`config.mk`:
```
export PLATFORM = sky130hd
export DESIGN_NAME = ahc_divider
export DESIGN_NICKNAME = d
export VERILOG_FILES = /design/src/ahc_divider.sv
export SDC_FILE = /design/constraint.sdc
export NUM_CORES = 2
export LEC_CHECK = 0
export BUFFER_PORTS_ARGS = -buffer_cell sky130_fd_sc_hd__buf_2
export CAP_MARGIN = 20
export CORE_ASPECT_RATIO = 0.7
export CORE_MARGIN = 5
export CORE_UTILIZATION = 55
export CTS_CLUSTER_DIAMETER = 50
export DETAILED_ROUTE_END_ITERATION = 6
export GPL_TIMING_DRIVEN = 0
export PLACE_DENSITY = 0.74
export SLEW_MARGIN = 20
export SYNTH_ARGS = -nofsm -noshare
export SYNTH_HDL_FRONTEND = slang
export SYNTH_SLANG_ARGS = --single-unit
```
`constraint.sdc`:
```
create_clock -name clk -period 2.8 [get_ports clk]
set_input_delay 0.14 -clock clk [delete_from_list [all_inputs] [get_ports clk]]
set_output_delay 0.14 -clock clk [all_outputs]
set_load 0.005 [all_outputs]
```
`src/ahc_divider.sv`:
```
// Pipelined restoring divider, one quotient bit per register stage.
// Standalone; carries a side record alongside each transaction.
module ahc_divider #(
    parameter int NW = 33,
    parameter int DW = 16,
    parameter int QW = 21,
    parameter int SW = 1
) (
    input  logic          clk,
    input  logic          rst_n,
    input  logic          in_valid,
    input  logic [NW-1:0] numer,
    input  logic [DW-1:0] denom,
    input  logic [SW-1:0] side_in,
    output logic          out_valid,
    output logic [QW-1:0] quot,
    output logic [DW-1:0] rem,
    output logic [SW-1:0] side_out
);

    logic          st_vld  [0:QW];
    logic [DW-1:0] st_rem  [0:QW];
    logic [QW-1:0] st_num  [0:QW];
    logic [QW-1:0] st_quot [0:QW];
    logic [DW-1:0] st_den  [0:QW];
    logic [SW-1:0] st_side [0:QW];

    assign st_vld[0]  = in_valid;
    assign st_rem[0]  = DW'(numer >> QW);
    assign st_num[0]  = numer[QW-1:0];
    assign st_quot[0] = '0;
    assign st_den[0]  = denom;
    assign st_side[0] = side_in;

    for (genvar i = 0; i < QW; i++) begin : g_stage
        logic          vld_reg;
        logic [DW-1:0] rem_reg;
        logic [QW-1:0] num_reg;
        logic [QW-1:0] quot_reg;
        logic [DW-1:0] den_reg;
        logic [SW-1:0] side_reg;
        logic [DW:0]   trial;
        logic          fits;
        logic [DW-1:0] rem_next;

        assign trial = {st_rem[i], st_num[i][QW-1]};
        assign fits = (trial >= {1'b0, st_den[i]});
        assign rem_next = fits ? DW'(trial - {1'b0, st_den[i]}) : DW'(trial);

        always_ff @(posedge clk or negedge rst_n)
        begin
            if (!rst_n)
            begin
                vld_reg <= 1'b0;
            end
            else
            begin
                vld_reg <= st_vld[i];
            end
        end

        always_ff @(posedge clk)
        begin
            rem_reg  <= rem_next;
            num_reg  <= QW'(st_num[i] << 1);
            quot_reg <= {st_quot[i][QW-2:0], fits};
            den_reg  <= st_den[i];
            side_reg <= st_side[i];
        end

        assign st_vld[i+1]  = vld_reg;
        assign st_rem[i+1]  = rem_reg;
        assign st_num[i+1]  = num_reg;
        assign st_quot[i+1] = quot_reg;
        assign st_den[i+1]  = den_reg;
        assign st_side[i+1] = side_reg;
    end

    assign out_valid = st_vld[QW];
    assign quot      = st_quot[QW];
    assign rem       = st_rem[QW];
    assign side_out  = st_side[QW];

    a_rem_below_den: assert property (@(posedge clk) disable iff (!rst_n)
        out_valid |-> (st_rem[QW] < st_den[QW]))
        else $error("divider remainder not below divisor");

endmodule

```
==> out/metrics.yaml <==
run_status:
  run_status: "complete, but fails checks"
  violations: "setup timing"
clock_tree:
  clk-insertion-delay-late_ps: 680
  cts-root-to-sink-buffers: 3
  cts_buffers: 106
  clkSlewWorstSetupHoldPaths_ps: 60
  tritoncts_clock_tree: "yes"
  cts_root_buffer: "sky130_fd_sc_hd__clkbuf_16"
  cts_max_level: 3
  numClockSinks: 1139
floorplanning:
  die_area_sq_um: 82900
  fp-row-count: 85
  start_util_pct: 55.4
  chipWidth_um: 342
  dieHeight_um: 242
  pin_count: 92
  area_inside_the_core_boundary_sq_um: 76700
timing:
  clock_skew_ps: 27.3
  relSlewSlack_pct: 39.9
  setup_tns_ps: -1650
  finalWorstPathRequiredPeriod_ps: 2900
  report.final.slew_viol_count: 0
  max_freq_mhz: 344
  report.final.setup_viol: 32
  setup_repair_after_global_routing_missed_its_margin: "yes"
  layout_worst_path_cycle_share_pct: 104
  hold_viol: 0
  timing.final.ws_setup_ps: -104
  timing_worst_slew_pin_value_ps: 899
power:
  clockPowerShare_pct: 22.6
  cellInternalPower_uw: 45300
  design_power_total_uw: 70100
  power.ir.vdd_worst_mv: 0.573
  power_leakage_uw: 0.0235
  combinational_share_of_power_pct: 44.7
  total_switching_power_uw: 24800
  sequentialPowerShare_pct: 32.7
  power_density_nw_per_um2: 1350
  sw_frac_of_total_pct: 35.4
grt:
  first_pass_grt_wire_length_um: 148000
  first_global_vias: 27700
  groute.layer.met2.usage_pct: 27.9
  globalRoute.busiestLayer: "met1"
  antenna_found_initial: 2
  grtUsageMet1_pct: 35.7
  groute.layer.met3.usage_pct: 6.26
  grt_overflow_total: 0
  globalRouteTotalUtil_pct: 21.9
  largest_net_degree_at_the_start_of_global_routing: 22
hold_path:
  worstHoldPathCells: 2
  min-delay-start: "numer[16]"
  min-delay-path-class: "in2reg"
  holdPathEnd: "g_stage[0].num_reg[17]$_DFF_P_"
route:
  drt.antenna.violating_nets: 0
  route.final.wire_length_um: 95200
  route.detailed.wl_per_inst_um: 17.3
  initialDrtViolationCount: 2532
  drt-vias-per-instance: 5.32
  drt_pass1_iterations: 5
  drcViolationCount: 0
  vias: 29200
yosys:
  syn_nets: 4397
  seq_area_frac_synth_pct: 54.0
  netlist-cell-type-count: 90
  synth_warnings: 0
  synth-main-ff-cell: "sky130_fd_sc_hd__dfxtp_1"
  synth-edff-count: 0
  avgSynthCellArea_sq_um: 10.6
  yosys_register_bits: 1139
  synthesis.area_sq_um: 42400
  synthCells: 3990
  asyncSetResetFlopFracSynth_pct: 1.84
place:
  buffer_ports.inserted: 91
  finalWeightedCongestion: 0.935
  place.detailed.hpwl_um: 64700
  placed_cell_area_sq_um: 44200
worst_setup_path:
  worstReg2RegStart: "g_stage[12].den_reg[1]$_DFF_P_"
  cp-start-kind: "flop"
  reg2reg_to: "g_stage[13].rem_reg[13]$_DFF_P_"
  setup.reg_to_reg.worst_slack_ps: -100
  r2r.worst_path.cells: 13
  class_of_the_most_critical_setup_path: "reg2reg"
  worst_ep_required_time_ps: 3360
  crit_path_capture_type: "flop"
  critical_path_arrival_ps: 3460
  cp_max_fo: 6
job:
  cap_violations: 0
finish:
  drive_above_1_share_pct: 21.1
  layout.cells.most_common_list: "sky130_fd_sc_hd__dfxtp_1, sky130_fd_sc_hd__inv_1, sky130_fd_sc_hd__ha_1"
  layout.cell_area.non_filler_sq_um: 52000
  antenna-diode-count: 0
  design.final.nets: 4774
  fillerInstances: 5503
  syn2layout_area_growth_pct: 22.5
  mostFrequentLayoutCell: "sky130_fd_sc_hd__dfxtp_1"
[cells by family (layout without fill, tap and decap cells)]
family	count (synthesis)	in the layout	share of synthesized area (%)
buffers and inverters	477	943	4.41
AO/OA/AOI/OAI	808	808	12.0
multiplexers	190	190	5.03
flip-flops	1139	1139	54.0
AND/OR/NAND/NOR	779	779	8.76
XOR/XNOR	243	243	5.01
adder cells (fa/ha/maj)	354	354	10.8
[per-layer routing]
metal / wire [um] / vias up / part of all wire [%]
met4: 1650 / 0 / 1.7
met2: 35800 / 1056 / 38
met5: 0 / - / 0
met1: 49000 / 13700 / 51
li1: - / 14400 / -
met3: 8740 / 145 / 9.2
[power by group through the flow]
stage | Sequential (uW) | Combinational [uW] | Clock (uW)
2_1_floorplan | 22200 | 19200 | 0
3_3_place_gp | 22900 | 24000 | 0
3_5_place_dp | 23000 | 24500 | 0
4_1_cts | 22800 | 27600 | 16200
5_1_grt | 23300 | 34000 | 16900
6_report | 22900 | 31400 | 15800
[critical path: stages, from the launching register on]
cell	delay [ps]
sky130_fd_sc_hd__dfxtp_2	330
sky130_fd_sc_hd__inv_2	40
sky130_fd_sc_hd__ha_4	210
sky130_fd_sc_hd__nor2b_4	120
sky130_fd_sc_hd__o31a_1	260
sky130_fd_sc_hd__o31a_1	330
sky130_fd_sc_hd__o211ai_4	240
sky130_fd_sc_hd__a21boi_2	100
sky130_fd_sc_hd__o211ai_2	160
sky130_fd_sc_hd__nand2_2	90
sky130_fd_sc_hd__a211oi_4	250
sky130_fd_sc_hd__buf_12	190
sky130_fd_sc_hd__buf_12	140
sky130_fd_sc_hd__mux2_4	290
[per-stage QoR]
stage / hold WS (ps) / std cells / utilization [%] / setup WS, ps
6_report: 106 / 5500 / 67.8 / -104
5_1_grt: 80.1 / 5500 / 67.8 / -206
4_1_cts: -441 / 5438 / 65.5 / -169
3_5_place_dp: 114 / 5125 / 57.7 / -901
3_3_place_gp: 98.5 / 5125 / 57.7 / -873
2_1_floorplan: -156 / 3990 / - / 12.0
[worst max path at each step]
stage	from	end	slack [ps]	cells past startpoint
floorplan	g_stage[12].den_reg[1]$_DFF_P_	g_stage[13].rem_reg[12]$_DFF_P_	10	12
global placement	g_stage[16].den_reg[4]$_DFF_P_	g_stage[17].rem_reg[14]$_DFF_P_	-870	12
detailed placement	g_stage[16].den_reg[4]$_DFF_P_	g_stage[17].rem_reg[14]$_DFF_P_	-900	12
CTS	g_stage[12].den_reg[1]$_DFF_P_	g_stage[13].rem_reg[13]$_DFF_P_	-170	13
global route	g_stage[12].den_reg[1]$_DFF_P_	g_stage[13].rem_reg[13]$_DFF_P_	-210	13
finish	g_stage[12].den_reg[1]$_DFF_P_	g_stage[13].rem_reg[13]$_DFF_P_	-100	13
[final cells by class]
cell class                      count  area [sq um]  area share, %
Sequential cell                  1139         23000           44.2
Clock buffer                      137          3040           5.85
Clock inverter                     60           917           1.76
Multi-Input combinational cell   2374         19500           37.5
Buffer                             44           469          0.902
Timing Repair Buffer              270          2170           4.18
Tap cell                         1044          1310           2.51
Inverter                          432          1620           3.12
[cells in the mapped netlist, drive strengths merged, types with 4 or more instances]
master	number	area, sq um
dfrtp	21	526
o21bai	21	158
xnor2	150	1310
mux2i	28	280
nor4	20	131
nand2	226	853
and4	9	78.8
and2	7	43.8
or3	17	106
o41ai	14	138
and3	17	106
a21boi	20	150
o32ai	5	43.8
fa	21	420
a211o	13	115
o21ai	255	1280
nor2	213	800
nand4	43	269
clkbuf	23	86.3
a22o	4	35.0
buf	22	163
nor3	46	230
o21a	41	308
inv	432	1620
a2111oi	9	85.1
a211oi	20	163
a21oi	219	1110
o31ai	31	279
or2	13	81.3
o31a	5	43.8
o2111ai	4	35.0
nand3	45	225
mux2	162	1850
nor2b	63	394
ha	333	4170
a31oi	31	200
dfxtp	1118	22400
o211ai	9	77.6
a21o	71	533
nand2b	48	300
xor2	93	815
a31o	5	43.8
[timing repair]
action	CTS	global route
endpoints found under the setup margin	318	328
pin swaps	57	100
cloned	6	4
hold buffers	52	2
setup buffers	58	59
resized for setup	249	293
hold endpoints to repair	75	2
No activity file was read; power rests on OpenSTA's default activity.
